--- config.mk ---
export PLATFORM = sky130hd
export DESIGN_NAME = lorenz_euler_step
export DESIGN_NICKNAME = d
export VERILOG_FILES = /design/src/rtl/core/lez_pkg.sv /design/src/rtl/core/lez_cfg_regs.sv /design/src/rtl/core/lez_qmul.sv /design/src/rtl/core/lorenz_euler_step.sv
export SDC_FILE = /design/constraint.sdc
export NUM_CORES = 2
export LEC_CHECK = 0
export BUFFER_PORTS_ARGS = -buffer_cell sky130_fd_sc_hd__buf_2
export CELL_PAD_IN_SITES_DETAIL_PLACEMENT = 1
export CELL_PAD_IN_SITES_GLOBAL_PLACEMENT = 1
export CORE_UTILIZATION = 51
export DETAILED_ROUTE_END_ITERATION = 8
export GPL_ROUTABILITY_DRIVEN = 0
export PLACE_DENSITY = 0.87
export SLEW_MARGIN = 20
export SYNTH_ARGS = -nofsm -noshare
export SYNTH_HDL_FRONTEND = slang
export SYNTH_SLANG_ARGS = --single-unit
--- constraint.sdc ---
create_clock -name clk -period 13.7 [get_ports clk]
set_input_delay 0 -clock clk [delete_from_list [all_inputs] [get_ports clk]]
set_output_delay 0 -clock clk [all_outputs]
set_load 0.02 [all_outputs]
--- src/rtl/core/lez_pkg.sv ---
`timescale 1ns / 1ps
// ----------------------------------------------------------------------------
// lez_pkg
// Shared types and a saturating add/subtract helper for the lorenz euler step block.
// ----------------------------------------------------------------------------
package lez_pkg;

  localparam int unsigned DATA_W = 32;
  localparam int unsigned STEP_W = 31;

  localparam logic signed [DATA_W-1:0] S32_MAX = 32'sh7fff_ffff;
  localparam logic signed [DATA_W-1:0] S32_MIN = 32'sh8000_0000;

  // register indexes of the configuration port
  localparam logic [1:0] REG_SIGMA = 2'd0;
  localparam logic [1:0] REG_BETA  = 2'd1;
  localparam logic [1:0] REG_RHO   = 2'd2;
  localparam logic [1:0] REG_STEP  = 2'd3;

  typedef struct packed {
    logic                     ovf;
    logic signed [DATA_W-1:0] val;
  } sat_res_t;

  typedef struct packed {
    logic signed [DATA_W-1:0] sigma_gain;
    logic signed [DATA_W-1:0] beta_gain;
    logic signed [DATA_W-1:0] rho_gain;
    logic        [STEP_W-1:0] time_step;
  } cfg_t;

  function automatic sat_res_t sat_addsub(input logic signed [DATA_W-1:0] a,
                                          input logic signed [DATA_W-1:0] b,
                                          input logic                     sub);
    logic signed [DATA_W:0] s;
    sat_res_t               r;
    if (sub) begin
      s = {a[DATA_W-1], a} - {b[DATA_W-1], b};
    end else begin
      s = {a[DATA_W-1], a} + {b[DATA_W-1], b};
    end
    r.ovf = s[DATA_W] != s[DATA_W-1];
    if (r.ovf) begin
      r.val = s[DATA_W] ? S32_MIN : S32_MAX;
    end else begin
      r.val = s[DATA_W-1:0];
    end
    return r;
  endfunction

endpackage

--- src/rtl/core/lez_cfg_regs.sv ---
`timescale 1ns / 1ps
// ----------------------------------------------------------------------------
// lez_cfg_regs
// APB-style register file holding sigma, beta, rho and the time step.
// ----------------------------------------------------------------------------
module lez_cfg_regs #(
  parameter int unsigned FRAC_BITS = 20
) (
  input  logic                       clk,
  input  logic                       rst_n,
  input  logic                       psel,
  input  logic                       penable,
  input  logic                       pwrite,
  input  logic [3:0]                 paddr,
  input  logic [31:0]                pwdata,
  output logic [31:0]                prdata,
  output logic                       pready,
  output lez_pkg::cfg_t              cfg
);

  localparam logic [63:0] Q_ONE     = 64'd1 << FRAC_BITS;
  localparam logic [63:0] SIGMA_RST = 64'd10 * Q_ONE;
  localparam logic [63:0] BETA_RST  = (64'd26666 * Q_ONE + 64'd5000) / 64'd10000;
  localparam logic [63:0] RHO_RST   = 64'd28 * Q_ONE;
  localparam logic [63:0] STEP_RST  = (Q_ONE + 64'd500) / 64'd1000;

  logic signed [31:0] sigma_r, sigma_nxt;
  logic signed [31:0] beta_r,  beta_nxt;
  logic signed [31:0] rho_r,   rho_nxt;
  logic [30:0]        step_r,  step_nxt;
  logic               wr_en;

  assign pready = 1'b1;
  assign wr_en  = psel & penable & pwrite & pready;

  always_comb begin
    sigma_nxt = sigma_r;
    beta_nxt  = beta_r;
    rho_nxt   = rho_r;
    step_nxt  = step_r;
    if (wr_en) begin
      case (paddr[3:2])
        lez_pkg::REG_SIGMA: sigma_nxt = pwdata;
        lez_pkg::REG_BETA:  beta_nxt  = pwdata;
        lez_pkg::REG_RHO:   rho_nxt   = pwdata;
        lez_pkg::REG_STEP:  step_nxt  = pwdata[30:0];
        default: ;
      endcase
    end
  end

  always_ff @(posedge clk) begin
    if (!rst_n) begin
      sigma_r <= SIGMA_RST[31:0];
      beta_r  <= BETA_RST[31:0];
      rho_r   <= RHO_RST[31:0];
      step_r  <= STEP_RST[30:0];
    end else begin
      sigma_r <= sigma_nxt;
      beta_r  <= beta_nxt;
      rho_r   <= rho_nxt;
      step_r  <= step_nxt;
    end
  end

  always_comb begin
    case (paddr[3:2])
      lez_pkg::REG_SIGMA: prdata = sigma_r;
      lez_pkg::REG_BETA:  prdata = beta_r;
      lez_pkg::REG_RHO:   prdata = rho_r;
      lez_pkg::REG_STEP:  prdata = {1'b0, step_r};
      default:            prdata = '0;
    endcase
  end

  assign cfg.sigma_gain = sigma_r;
  assign cfg.beta_gain  = beta_r;
  assign cfg.rho_gain   = rho_r;
  assign cfg.time_step  = step_r;

endmodule

--- src/rtl/core/lez_qmul.sv ---
`timescale 1ns / 1ps
// ----------------------------------------------------------------------------
// lez_qmul
// Shared fixed-point multiplier: registered product, then floor shift and
// saturation into a second register.
// ----------------------------------------------------------------------------
module lez_qmul #(
  parameter int unsigned FRAC_BITS = 20
) (
  input  logic                 clk,
  input  logic signed [31:0]   a,
  input  logic signed [31:0]   b,
  output lez_pkg::sat_res_t    q
);

  logic signed [63:0] prod_r, prod_nxt;
  logic signed [63:0] shifted;
  lez_pkg::sat_res_t  q_r, q_nxt;

  assign prod_nxt = a * b;
  // arithmetic shift gives floor rounding
  assign shifted  = prod_r >>> FRAC_BITS;

  always_comb begin
    q_nxt.ovf = shifted[63:31] != {33{shifted[31]}};
    if (q_nxt.ovf) begin
      q_nxt.val = shifted[63] ? lez_pkg::S32_MIN : lez_pkg::S32_MAX;
    end else begin
      q_nxt.val = shifted[31:0];
    end
  end

  always_ff @(posedge clk) begin
    prod_r <= prod_nxt;
    q_r    <= q_nxt;
  end

  assign q = q_r;

endmodule

--- src/rtl/core/lorenz_euler_step.sv ---
`timescale 1ns / 1ps
// ----------------------------------------------------------------------------
// lorenz_euler_step
// Lorenz attractor point generator, forward euler steps in signed fixed point
// with saturation, one shared multiplier and one saturating adder.
//
//   channel   handshake              word
//   in        in_valid / in_ready    in_restart
//   out       out_valid / out_ready  out_point_x/y/z, out_overflow
//   cfg       psel/penable/pwrite    paddr, pwdata, prdata, pready
//
// An euler step runs through nine schedule states, S0 to S8, around the shared
// multiplier and one hand-off state before it reaches the result register; the
// next word is taken only when the sequencer is back in idle.
// A restart word skips the schedule and goes straight to the hand-off state.
// A result waits in its output register while the next word is worked on;
// a second finished result holds the sequencer until the first is taken.
// Reset is synchronous; the point returns to (1,1,1) and the gains to defaults.
// ----------------------------------------------------------------------------
module lorenz_euler_step #(
  parameter int unsigned FRAC_BITS = 20
) (
  input  logic               clk,
  input  logic               rst_n,
  input  logic               in_valid,
  output logic               in_ready,
  input  logic               in_restart,
  output logic               out_valid,
  input  logic               out_ready,
  output logic signed [31:0] out_point_x,
  output logic signed [31:0] out_point_y,
  output logic signed [31:0] out_point_z,
  output logic               out_overflow,
  input  logic               psel,
  input  logic               penable,
  input  logic               pwrite,
  input  logic [3:0]         paddr,
  input  logic [31:0]        pwdata,
  output logic [31:0]        prdata,
  output logic               pready
);

  localparam logic signed [31:0] Q_ONE = 32'sd1 <<< FRAC_BITS;

  typedef enum logic [3:0] {
    ST_IDLE, ST_S0, ST_S1, ST_S2, ST_S3, ST_S4, ST_S5, ST_S6, ST_S7, ST_S8, ST_DONE
  } state_t;

  lez_pkg::cfg_t     cfg;
  lez_pkg::sat_res_t mq;
  lez_pkg::sat_res_t add_res;

  state_t             state_r, state_nxt;
  logic signed [31:0] x_r, x_nxt, y_r, y_nxt, z_r, z_nxt;
  logic signed [31:0] ta_r, ta_nxt, tb_r, tb_nxt, tc_r, tc_nxt;
  logic signed [31:0] dy_r, dy_nxt, dz_r, dz_nxt;
  logic               ovf_r, ovf_nxt;
  logic               out_valid_r, out_valid_nxt;
  logic signed [31:0] px_r, px_nxt, py_r, py_nxt, pz_r, pz_nxt;
  logic               pov_r, pov_nxt;

  logic signed [31:0] mul_a, mul_b, add_a, add_b;
  logic               add_sub;
  logic signed [31:0] dt_s;

  lez_cfg_regs #(
    .FRAC_BITS (FRAC_BITS)
  ) u_cfg (
    .clk     (clk),
    .rst_n   (rst_n),
    .psel    (psel),
    .penable (penable),
    .pwrite  (pwrite),
    .paddr   (paddr),
    .pwdata  (pwdata),
    .prdata  (prdata),
    .pready  (pready),
    .cfg     (cfg)
  );

  lez_qmul #(
    .FRAC_BITS (FRAC_BITS)
  ) u_qmul (
    .clk (clk),
    .a   (mul_a),
    .b   (mul_b),
    .q   (mq)
  );

  assign dt_s    = {1'b0, cfg.time_step};
  assign add_res = lez_pkg::sat_addsub(add_a, add_b, add_sub);

  always_comb begin
    state_nxt     = state_r;
    x_nxt         = x_r;
    y_nxt         = y_r;
    z_nxt         = z_r;
    ta_nxt        = ta_r;
    tb_nxt        = tb_r;
    tc_nxt        = tc_r;
    dy_nxt        = dy_r;
    dz_nxt        = dz_r;
    ovf_nxt       = ovf_r;
    out_valid_nxt = out_valid_r & ~out_ready;
    px_nxt        = px_r;
    py_nxt        = py_r;
    pz_nxt        = pz_r;
    pov_nxt       = pov_r;
    mul_a         = x_r;
    mul_b         = y_r;
    add_a         = y_r;
    add_b         = x_r;
    add_sub       = 1'b1;

    case (state_r)
      ST_IDLE: begin
        if (in_valid) begin
          ovf_nxt = 1'b0;
          if (in_restart) begin
            x_nxt     = Q_ONE;
            y_nxt     = Q_ONE;
            z_nxt     = Q_ONE;
            state_nxt = ST_DONE;
          end else begin
            state_nxt = ST_S0;
          end
        end
      end
      // y - x, issue x*y
      ST_S0: begin
        ta_nxt    = add_res.val;
        ovf_nxt   = ovf_r | add_res.ovf;
        state_nxt = ST_S1;
      end
      // rho - z, issue beta*z
      ST_S1: begin
        add_a     = cfg.rho_gain;
        add_b     = z_r;
        mul_a     = cfg.beta_gain;
        mul_b     = z_r;
        tb_nxt    = add_res.val;
        ovf_nxt   = ovf_r | add_res.ovf;
        state_nxt = ST_S2;
      end
      // keep x*y, issue sigma*(y-x)
      ST_S2: begin
        mul_a     = cfg.sigma_gain;
        mul_b     = ta_r;
        tc_nxt    = mq.val;
        ovf_nxt   = ovf_r | mq.ovf;
        state_nxt = ST_S3;
      end
      // dz = x*y - beta*z, issue x*(rho-z)
      ST_S3: begin
        mul_a     = x_r;
        mul_b     = tb_r;
        add_a     = tc_r;
        add_b     = mq.val;
        dz_nxt    = add_res.val;
        ovf_nxt   = ovf_r | mq.ovf | add_res.ovf;
        state_nxt = ST_S4;
      end
      // dx arrives, issue dt*dx
      ST_S4: begin
        mul_a     = dt_s;
        mul_b     = mq.val;
        ovf_nxt   = ovf_r | mq.ovf;
        state_nxt = ST_S5;
      end
      // dy = x*(rho-z) - y, issue dt*dz
      ST_S5: begin
        mul_a     = dt_s;
        mul_b     = dz_r;
        add_a     = mq.val;
        add_b     = y_r;
        dy_nxt    = add_res.val;
        ovf_nxt   = ovf_r | mq.ovf | add_res.ovf;
        state_nxt = ST_S6;
      end
      // x update, issue dt*dy
      ST_S6: begin
        mul_a     = dt_s;
        mul_b     = dy_r;
        add_a     = x_r;
        add_b     = mq.val;
        add_sub   = 1'b0;
        x_nxt     = add_res.val;
        ovf_nxt   = ovf_r | mq.ovf | add_res.ovf;
        state_nxt = ST_S7;
      end
      ST_S7: begin
        add_a     = z_r;
        add_b     = mq.val;
        add_sub   = 1'b0;
        z_nxt     = add_res.val;
        ovf_nxt   = ovf_r | mq.ovf | add_res.ovf;
        state_nxt = ST_S8;
      end
      ST_S8: begin
        add_a     = y_r;
        add_b     = mq.val;
        add_sub   = 1'b0;
        y_nxt     = add_res.val;
        ovf_nxt   = ovf_r | mq.ovf | add_res.ovf;
        state_nxt = ST_DONE;
      end
      ST_DONE: begin
        if (!out_valid_r || out_ready) begin
          px_nxt        = x_r;
          py_nxt        = y_r;
          pz_nxt        = z_r;
          pov_nxt       = ovf_r;
          out_valid_nxt = 1'b1;
          state_nxt     = ST_IDLE;
        end
      end
      default: begin
        state_nxt = ST_IDLE;
      end
    endcase
  end

  always_ff @(posedge clk) begin
    if (!rst_n) begin
      state_r     <= ST_IDLE;
      out_valid_r <= 1'b0;
      x_r         <= Q_ONE;
      y_r         <= Q_ONE;
      z_r         <= Q_ONE;
      ovf_r       <= 1'b0;
    end else begin
      state_r     <= state_nxt;
      out_valid_r <= out_valid_nxt;
      x_r         <= x_nxt;
      y_r         <= y_nxt;
      z_r         <= z_nxt;
      ovf_r       <= ovf_nxt;
    end
    ta_r  <= ta_nxt;
    tb_r  <= tb_nxt;
    tc_r  <= tc_nxt;
    dy_r  <= dy_nxt;
    dz_r  <= dz_nxt;
    px_r  <= px_nxt;
    py_r  <= py_nxt;
    pz_r  <= pz_nxt;
    pov_r <= pov_nxt;
  end

  assign in_ready     = state_r == ST_IDLE;
  assign out_valid    = out_valid_r;
  assign out_point_x  = px_r;
  assign out_point_y  = py_r;
  assign out_point_z  = pz_r;
  assign out_overflow = pov_r;

endmodule

Word level (Yosys, flattened, before mapping)
Index checks and enable logic that the tools add are counted.
W data, S select, Z words.
{"block": "op_classes", "add_sub_neg": 2, "multipliers": 1, "div": 0, "n_lt_le_gt_ge": 0, "eq_ne": 18, "shift": 0, "muxes": 23, "n_bitwise": 7, "reduce_logical": 24}
{"operator": "$mux W32", "count": 6}
{"operator": "$pmux W32 S2", "count": 3}
{"operator": "$pmux W32 S3", "count": 2}
{"operator": "$pmux W32 S6", "count": 1}
{"operator": "$pmux W32 S5", "count": 1}
{"operator": "$pmux W32 S4", "count": 1}
{"operator": "$mul A32 B32 Y64", "count": 1}
{"operator": "$pmux W4 S11", "count": 1}
{"operator": "$add A32 B32 Y33", "count": 1}
{"operator": "$mux W33", "count": 1}
{"operator": "$sub A32 B32 Y33", "count": 1}
{"operator": "$ne A32 B32 Y1", "count": 1}
{"operator": "$eq A4 B3 Y1 const B", "count": 4}
{"operator": "$reduce_and A2 Y1", "count": 7}
{"operator": "$eq A4 B4 Y1 const B", "count": 3}
{"operator": "$mux W4", "count": 3}
{"operator": "$reduce_and A3 Y1", "count": 3}
{"operator": "$eq A4 B2 Y1 const B", "count": 2}
{"operator": "$reduce_bool A2 Y1", "count": 3}
{"operator": "$reduce_or A3 Y1", "count": 2}
{"operator": "$reduce_or A5 Y1", "count": 1}
{"operator": "$eq A2 B2 Y1 const B", "count": 2}
{"operator": "$eq A4 B1 Y1 const B", "count": 1}
{"operator": "$logic_not A4 Y1", "count": 1}
{"operator": "15 further kinds", "count": 23}
{"block": "word_totals", "register_bits": 583, "latch_bits": 0, "ram_bits": 0, "rom_bits": 0, "in_bits": 44, "mem_count": 0}

Depth between registers and ports, before layout
{"block": "logic_depth", "ltp_word": 8, "depth_mapped": 40}

By module
A second synthesis with hierarchy kept.
{"block": "unflattened", "hier_cells": 6182, "hier_area_um2": 61371.4}
{"mod": "lez_qmul", "n_inst": 1, "cells_each": 3922, "area_each_um2": 37480.9}
{"mod": "lorenz_euler_step", "n_inst": 1, "cells_each": 1744, "area_each_um2": 18261.3}
{"mod": "lez_cfg_regs", "n_inst": 1, "cells_each": 516, "area_each_um2": 5629.1}

Worst setup path before layout
Ideal clock, no wire load.
{"block": "synth_path", "kind": "flip-flop to flip-flop", "from": "register state_r[0]", "to": "register u_qmul.prod_r[63]", "t_arrival_ns": 10.392, "t_required_ns": 13.628, "slack_ns": 3.236, "path_stages_with_launch": 35, "n_path_buf": 8, "synth_period_minus_slack_ns": 10.464, "cell_sequence": "dfxtp_1 -> buf_2 -> clkbuf_1 -> nor4bb_1 -> clkbuf_1 -> clkbuf_1 -> buf_1 -> buf_1 -> nand2_1 -> nand4_1 -> clkbuf_1 -> nand2_1 -> fa_1 -> inv_1 -> fa_1 -> fa_1 -> fa_1 -> fa_1 -> fa_1 -> fa_1 -> inv_1 -> fa_1 -> inv_1 -> ha_1 -> clkbuf_1 -> a21o_1 -> a211oi_1 -> a21oi_1 -> a211oi_1 -> o2bb2ai_1 -> a31oi_1 -> nor4_1 -> a2111o_1 -> o31ai_1 -> xnor2_1"}
{"block": "synth_between", "elab_chain_cells": 4}
{"element": "start, declared", "line": "lorenz_euler_step.sv:53", "source": "state_t state_r, state_nxt;"}
{"element": "start signal, assigned", "line": "lorenz_euler_step.sv:232", "source": "state_r <= state_nxt;"}
{"element": "$eq A4 B3 Y1", "line": "lorenz_euler_step.sv:115", "source": "case (state_r)"}
{"element": "$reduce_or A3 Y1 (no source line)"}
{"element": "$pmux W32 S3", "line": "lorenz_euler_step.sv:115"}
{"element": "$mul A32 B32 Y64 *", "line": "lez_qmul.sv:20", "source": "assign prod_nxt = a * b;"}
{"element": "net u_qmul.prod_nxt[63]", "line": "lez_qmul.sv:16", "source": "logic signed [63:0] prod_r, prod_nxt;"}
{"element": "end signal, assigned", "line": "lez_qmul.sv:34", "source": "prod_r <= prod_nxt;"}
{"element": "end, declared", "line": "lez_qmul.sv:16"}
The timed path passes the listed nets; every way through them passes the cells marked *.
A chain may end at the register's enable or synchronous reset.

Worst setup path after layout
{"block": "layout_path", "from": "register state_r[1]", "to": "register u_qmul.prod_r[63]"}
Same word-level chain as after synthesis.

==> impl_results.html <==
<table>
<tr><th>Metric</th><th>Value</th></tr>
<tr><th colspan="2">Global route</th></tr>
<tr><td>Maximum number of pins on one net before global-route repair</td><td>between 80 and 90</td></tr>
<tr><td>Via count of the first global-routing pass</td><td>61700</td></tr>
<tr><td>First-pass GRT wire length</td><td>401000 um</td></tr>
<tr><td>Residual overflow from global routing</td><td>0</td></tr>
<tr><td>Number of antenna violations at the first check in global routing</td><td>25</td></tr>
<tr><td>GRT Resource Usage Total</td><td>between 40 and 50%</td></tr>
<tr><th colspan="2">Timing</th></tr>
<tr><td>Final slew viol count</td><td>0</td></tr>
<tr><td>Final critical-path required period</td><td>~13000 ps</td></tr>
<tr><td>Final-report setup violation count</td><td>0</td></tr>
<tr><td>Share of the clock period used by the worst path</td><td>between 90% and 100%</td></tr>
<tr><td>Worst-Margin Slew</td><td>1360 ps</td></tr>
<tr><td>Worst slew slack as a fraction of its limit</td><td>under 10%</td></tr>
<tr><td>Fin Clk Skew</td><td>51.8 ps</td></tr>
<tr><td>Unrepaired setup endpoints after global routing</td><td>no</td></tr>
<tr><td>Fmax achieved</td><td>approximately 0.077 GHz</td></tr>
<tr><td>Final total negative setup slack</td><td>0 ps</td></tr>
<tr><td>Number of hold-slack violations in the final timing report</td><td>0</td></tr>
<tr><td>Post-route setup slack</td><td>between 700 and 800 ps</td></tr>
<tr><th colspan="2">Floorplan</th></tr>
<tr><td>Height of the die</td><td>approximately 350 um</td></tr>
<tr><td>Count of pins on the block boundary</td><td>around 180</td></tr>
<tr><td>Die X-Extent</td><td>346 um</td></tr>
<tr><td>Floorplan row count</td><td>approximately 130</td></tr>
<tr><td>Initial standard-cell utilization of the core</td><td>between 50% and 60%</td></tr>
<tr><td>Placeable core region</td><td>approximately 0.12 mm^2</td></tr>
<tr><td>Die area</td><td>around 0.12 mm^2</td></tr>
<tr><th colspan="2">Synthesis</th></tr>
<tr><td>Share of synthesized area occupied by flip-flops and latches</td><td>a little under a quarter</td></tr>
<tr><td>Post-synth EDFFs</td><td>around 260</td></tr>
<tr><td>Synth warnings</td><td>0</td></tr>
<tr><td>Post-synthesis instance total</td><td>between 6000 and 7000</td></tr>
<tr><td>Fraction of registers with async set or reset after synthesis</td><td>0%</td></tr>
<tr><td>Net Count, Synth</td><td>roughly 7600</td></tr>
<tr><td>Unique masters post-synth</td><td>92</td></tr>
<tr><td>Mapped cell area</td><td>between 0.06 and 0.07 mm^2</td></tr>
<tr><td>Most used flip-flop cell after synthesis</td><td>sky130_fd_sc_hd__dfxtp_1</td></tr>
<tr><td>Count of state elements after synthesis</td><td>~560</td></tr>
<tr><td>Average instance area after synthesis</td><td>~9.6 um^2</td></tr>
<tr><th colspan="2">Power</th></tr>
<tr><td>Leakage</td><td>28.7 nW</td></tr>
<tr><td>Net Sw Frac</td><td>54.2%</td></tr>
<tr><td>Psw</td><td>approximately 7 mW</td></tr>
<tr><td>Share of total power in sequential cells</td><td>a little under a quarter</td></tr>
<tr><td>Share of power burned in the clock network</td><td>between 10% and 20%</td></tr>
<tr><td>Worst vdd ir</td><td>0.288 mV</td></tr>
<tr><td>Power per cell area</td><td>197 mW/mm^2</td></tr>
<tr><td>P_int</td><td>5.92 mW</td></tr>
<tr><td>Gate power share</td><td>between 60% and 70%</td></tr>
<tr><td>Power after layout</td><td>~13 mW</td></tr>
<tr><th colspan="2">Clock tree</th></tr>
<tr><td>Num CTS Buffers</td><td>58</td></tr>
<tr><td>Number of buffers inserted by post-CTS setup repair</td><td>0</td></tr>
<tr><td>Clock tree from TritonCTS</td><td>built</td></tr>
<tr><td>CTS root buffer</td><td>sky130_fd_sc_hd__clkbuf_16</td></tr>
<tr><td>Clk Latency, worst-skew pair</td><td>approximately 700 ps</td></tr>
<tr><td>Level count of the clock H-tree</td><td>2</td></tr>
<tr><td>Clock Pin Slew Worst Setup and Hold Paths</td><td>around 80 ps</td></tr>
<tr><td>TritonCTS Sinks</td><td>roughly 560</td></tr>
<tr><td>CTS Buffer Depth</td><td>3</td></tr>
<tr><th colspan="2">Layout</th></tr>
<tr><td>Most flop-heavy register</td><td>u_qmul.prod_r</td></tr>
<tr><td>Max reg flops</td><td>44</td></tr>
<tr><td>Filler Cell Count</td><td>roughly 13000</td></tr>
<tr><td>Fin nets</td><td>roughly 7700</td></tr>
<tr><td>Synth-to-Final Area Change</td><td>8.82%</td></tr>
<tr><td>Layout cell share with drive strength beyond 1</td><td>8.76%</td></tr>
<tr><td>Final cell utilization of the core</td><td>between 50% and 60%</td></tr>
<tr><td>Fin area</td><td>approximately 0.066 mm^2</td></tr>
<tr><th colspan="2">Setup path</th></tr>
<tr><td>Critical path's largest stage delay</td><td>750 ps</td></tr>
<tr><td>Worst Reg-to-Reg Cells</td><td>32</td></tr>
<tr><td>Crit path buffers/inverters</td><td>7</td></tr>
<tr><td>Crit Path Category</td><td>reg -&gt; reg</td></tr>
<tr><td>Cell family contributing the most delay on the critical path</td><td>adder cells</td></tr>
<tr><td>Arrival time of the worst setup path</td><td>approximately 14000 ps</td></tr>
<tr><td>Element type at the critical path start</td><td>register</td></tr>
<tr><td>R2R Setup Slk</td><td>between 700 and 800 ps</td></tr>
<tr><td>Critical path data required time</td><td>around 14000 ps</td></tr>
<tr><td>Worst r2r dst</td><td>u_qmul.prod_r[63]$_DFF_P_</td></tr>
<tr><td>Critical Path Most Common Cell</td><td>sky130_fd_sc_hd__fa_1</td></tr>
<tr><td>Max stage delay cell, worst path</td><td>sky130_fd_sc_hd__a31oi_1</td></tr>
<tr><td>Crit path max fanout</td><td>87</td></tr>
<tr><td>Startpoint of the most critical register-to-register path</td><td>state_r[1]$_SDFFE_PN0P_</td></tr>
<tr><td>Crit path capture type</td><td>register</td></tr>
<tr><th colspan="2">Detailed routing</th></tr>
<tr><td>Number of nets with antenna violations after detailed routing</td><td>0</td></tr>
<tr><td>Highest routed metal layer</td><td>met5</td></tr>
<tr><td>DRT iter0 DRCs</td><td>~8300</td></tr>
<tr><td>Detail Route met3 WL</td><td>roughly 42000 um</td></tr>
<tr><td>Drc violations</td><td>about 140</td></tr>
<tr><td>Routed length per placed instance</td><td>approximately 34 um</td></tr>
<tr><td>Via-to-Cell Ratio</td><td>approximately 6.9</td></tr>
<tr><td>Wire length on met2</td><td>116000 um</td></tr>
<tr><td>Total Wirelength</td><td>273000 um</td></tr>
<tr><td>Number of vias in the routed layout</td><td>approximately 55000</td></tr>
<tr><td>Routed length on met1</td><td>between 80000 and 90000 um</td></tr>
<tr><td>Number of optimization iterations in the first detailed-route pass</td><td>9</td></tr>
<tr><th colspan="2">Outcome</th></tr>
<tr><td>Violated checks</td><td>DRC</td></tr>
<tr><td>Status</td><td>complete, but fails checks</td></tr>
<tr><th colspan="2">Place</th></tr>
<tr><td>Port Buffer Count</td><td>around 170</td></tr>
<tr><td>Detailed-placement wirelength estimate</td><td>184000 um</td></tr>
<tr><td>Pre-CTS setup slack</td><td>1970 ps</td></tr>
<tr><td>Area post-placement</td><td>between 0.06 and 0.07 mm^2</td></tr>
<tr><th colspan="2">Run</th></tr>
<tr><td>Count of max-cap constraint violations</td><td>0</td></tr>
<tr><th colspan="2">Hold path</th></tr>
<tr><td>Worst hold endpoint</td><td>u_cfg.step_r[29]$_SDFFE_PN0P_</td></tr>
<tr><td>HP Class</td><td>in -&gt; reg</td></tr>
<tr><td>Worst Hold Path Cells</td><td>4</td></tr>
<tr><td>Startpoint of the lowest-slack hold path</td><td>pwdata[29]</td></tr>
</table>
logic make-up after synthesis:
logic type / count (synthesis) / synth area share [%]
flip-flops: 563 / 23.0
AO/OA/AOI/OAI: 841 / 9.93
adder cells (fa/ha/maj): 1321 / 40.8
multiplexers: 49 / 1.49
other: 1 / 0.00623
AND/OR/NAND/NOR: 1981 / 14.0
XOR/XNOR: 115 / 1.69
buffers and inverters: 1430 / 9.01
worst max-delay path by stage:
stage,from,to,slack [ps],cells after the start
after detailed placement,state_r[2]$_SDFFE_PN0P_,u_qmul.prod_r[59]$_DFF_P_,1970,32
after floorplan,state_r[0]$_SDFFE_PN0P_,u_qmul.prod_r[63]$_DFF_P_,3240,34
after CTS,state_r[3]$_SDFFE_PN0P_,u_qmul.prod_r[59]$_DFF_P_,1690,29
after global placement,state_r[1]$_SDFFE_PN0P_,u_qmul.prod_r[59]$_DFF_P_,2500,25
after global routing,state_r[1]$_SDFFE_PN0P_,u_qmul.prod_r[63]$_DFF_P_,750,32
final,state_r[1]$_SDFFE_PN0P_,u_qmul.prod_r[63]$_DFF_P_,790,32
metrics by stage:
stage,hold WS [ps],std cells
floorplan,124,6301
global placement,263,7778
detailed placement,284,7778
CTS,145,7929
global route,179,7934
finish,156,7953
power by group through the flow:
stage / sequential, mW / combinational (mW) / clock (mW)
finish: 3.00 / 8.10 / 1.82
detailed placement: 2.97 / 7.20 / 0
global route: 2.99 / 8.16 / 1.84
global placement: 2.95 / 6.74 / 0
floorplan: 2.83 / 4.52 / 0
CTS: 2.95 / 7.48 / 1.77
placed cells by master, fill, tap and decap left out, types with 58 or more instances in the layout:
master                         n
sky130_fd_sc_hd__a21o_1       70
sky130_fd_sc_hd__a21oi_1     226
sky130_fd_sc_hd__a221o_1      68
sky130_fd_sc_hd__a222oi_1     58
sky130_fd_sc_hd__a22oi_1      83
sky130_fd_sc_hd__a31oi_1      67
sky130_fd_sc_hd__buf_2       172
sky130_fd_sc_hd__buf_4       159
sky130_fd_sc_hd__clkbuf_16    62
sky130_fd_sc_hd__dfxtp_1     304
sky130_fd_sc_hd__edfxtp_1    257
sky130_fd_sc_hd__fa_1       1082
sky130_fd_sc_hd__ha_1        213
sky130_fd_sc_hd__inv_1      1047
sky130_fd_sc_hd__nand2_1     969
sky130_fd_sc_hd__nand4_1      60
sky130_fd_sc_hd__nor2_1      649
sky130_fd_sc_hd__o21ai_0      77
sky130_fd_sc_hd__xnor2_1      78
what timing repair did:
action / CTS / global route
gates resized for setup: 0 / 0
hold endpoints to repair: 132 / 0
hold buffers: 41 / 0
tightest hold or removal path, stage by stage:
cell                            delay (ps)
sky130_fd_sc_hd__dlygate4sd3_1         540
sky130_fd_sc_hd__buf_2                 150
sky130_fd_sc_hd__nand2_1                60
sky130_fd_sc_hd__a21oi_1                50
layout make-up:
cell class	instances	area [um^2]	area share (%)
multi-input cells	4308	41200	62.8
flip-flops and latches	563	13800	21.1
inverters	1050	3950	6.02
repair buffers	376	2530	3.86
well taps	1524	1910	2.91
clock buffers	72	1660	2.53
clock inverters	38	414	0.632
diodes	22	55.1	0.0840
layer usage:
layer,up-vias,GRT usage [%]
li1,20300,-
met1,27200,50.4
met2,5279,67.2
met3,2209,20.3
met4,31,40.6
met5,-,2.20
cells in the mapped netlist, types with 6 or more instances:
cell type                   instances  area [um^2]
sky130_fd_sc_hd__fa_1            1082        21700
sky130_fd_sc_hd__inv_1           1048         3930
sky130_fd_sc_hd__nand2_1          970         3640
sky130_fd_sc_hd__nor2_1           656         2460
sky130_fd_sc_hd__clkbuf_1         316         1190
sky130_fd_sc_hd__dfxtp_1          306         6130
sky130_fd_sc_hd__edfxtp_1         257         7720
sky130_fd_sc_hd__a21oi_1          226         1130
sky130_fd_sc_hd__ha_1             213         2670
sky130_fd_sc_hd__a22oi_1           83          623
sky130_fd_sc_hd__o21ai_0           78          390
sky130_fd_sc_hd__xnor2_1           78          683
sky130_fd_sc_hd__a21o_1            70          526
sky130_fd_sc_hd__a31oi_1           69          432
sky130_fd_sc_hd__a221o_1           68          681
sky130_fd_sc_hd__nand4_1           60          375
sky130_fd_sc_hd__a222oi_1          58          581
sky130_fd_sc_hd__nand2b_1          54          338
sky130_fd_sc_hd__and4_1            46          403
sky130_fd_sc_hd__nand3_1           45          225
sky130_fd_sc_hd__buf_1             40          150
sky130_fd_sc_hd__xor2_1            36          315
sky130_fd_sc_hd__mux4_2            31          698
sky130_fd_sc_hd__nor2b_1           27          169
sky130_fd_sc_hd__nor3_1            27          135
sky130_fd_sc_hd__and3_1            25          156
sky130_fd_sc_hd__a22o_1            23          201
sky130_fd_sc_hd__o31ai_1           23          173
sky130_fd_sc_hd__maj3_1            22          220
sky130_fd_sc_hd__a2111oi_0         18          158
sky130_fd_sc_hd__a221oi_1          18          158
sky130_fd_sc_hd__buf_2             16         80.1
sky130_fd_sc_hd__o21a_1            16          120
sky130_fd_sc_hd__and2_1            15         93.8
sky130_fd_sc_hd__or2_2             15         93.8
sky130_fd_sc_hd__a211oi_1          14          105
sky130_fd_sc_hd__mux2_2            13          146
sky130_fd_sc_hd__nor4_1             8         50.1
sky130_fd_sc_hd__a211o_1            7         61.3
sky130_fd_sc_hd__a21boi_0           6         45.0
sky130_fd_sc_hd__a31o_2             6         52.6
sky130_fd_sc_hd__buf_4              6         45.0
sky130_fd_sc_hd__o21bai_1           6         45.0
Power figures use the tool's default switching activity.
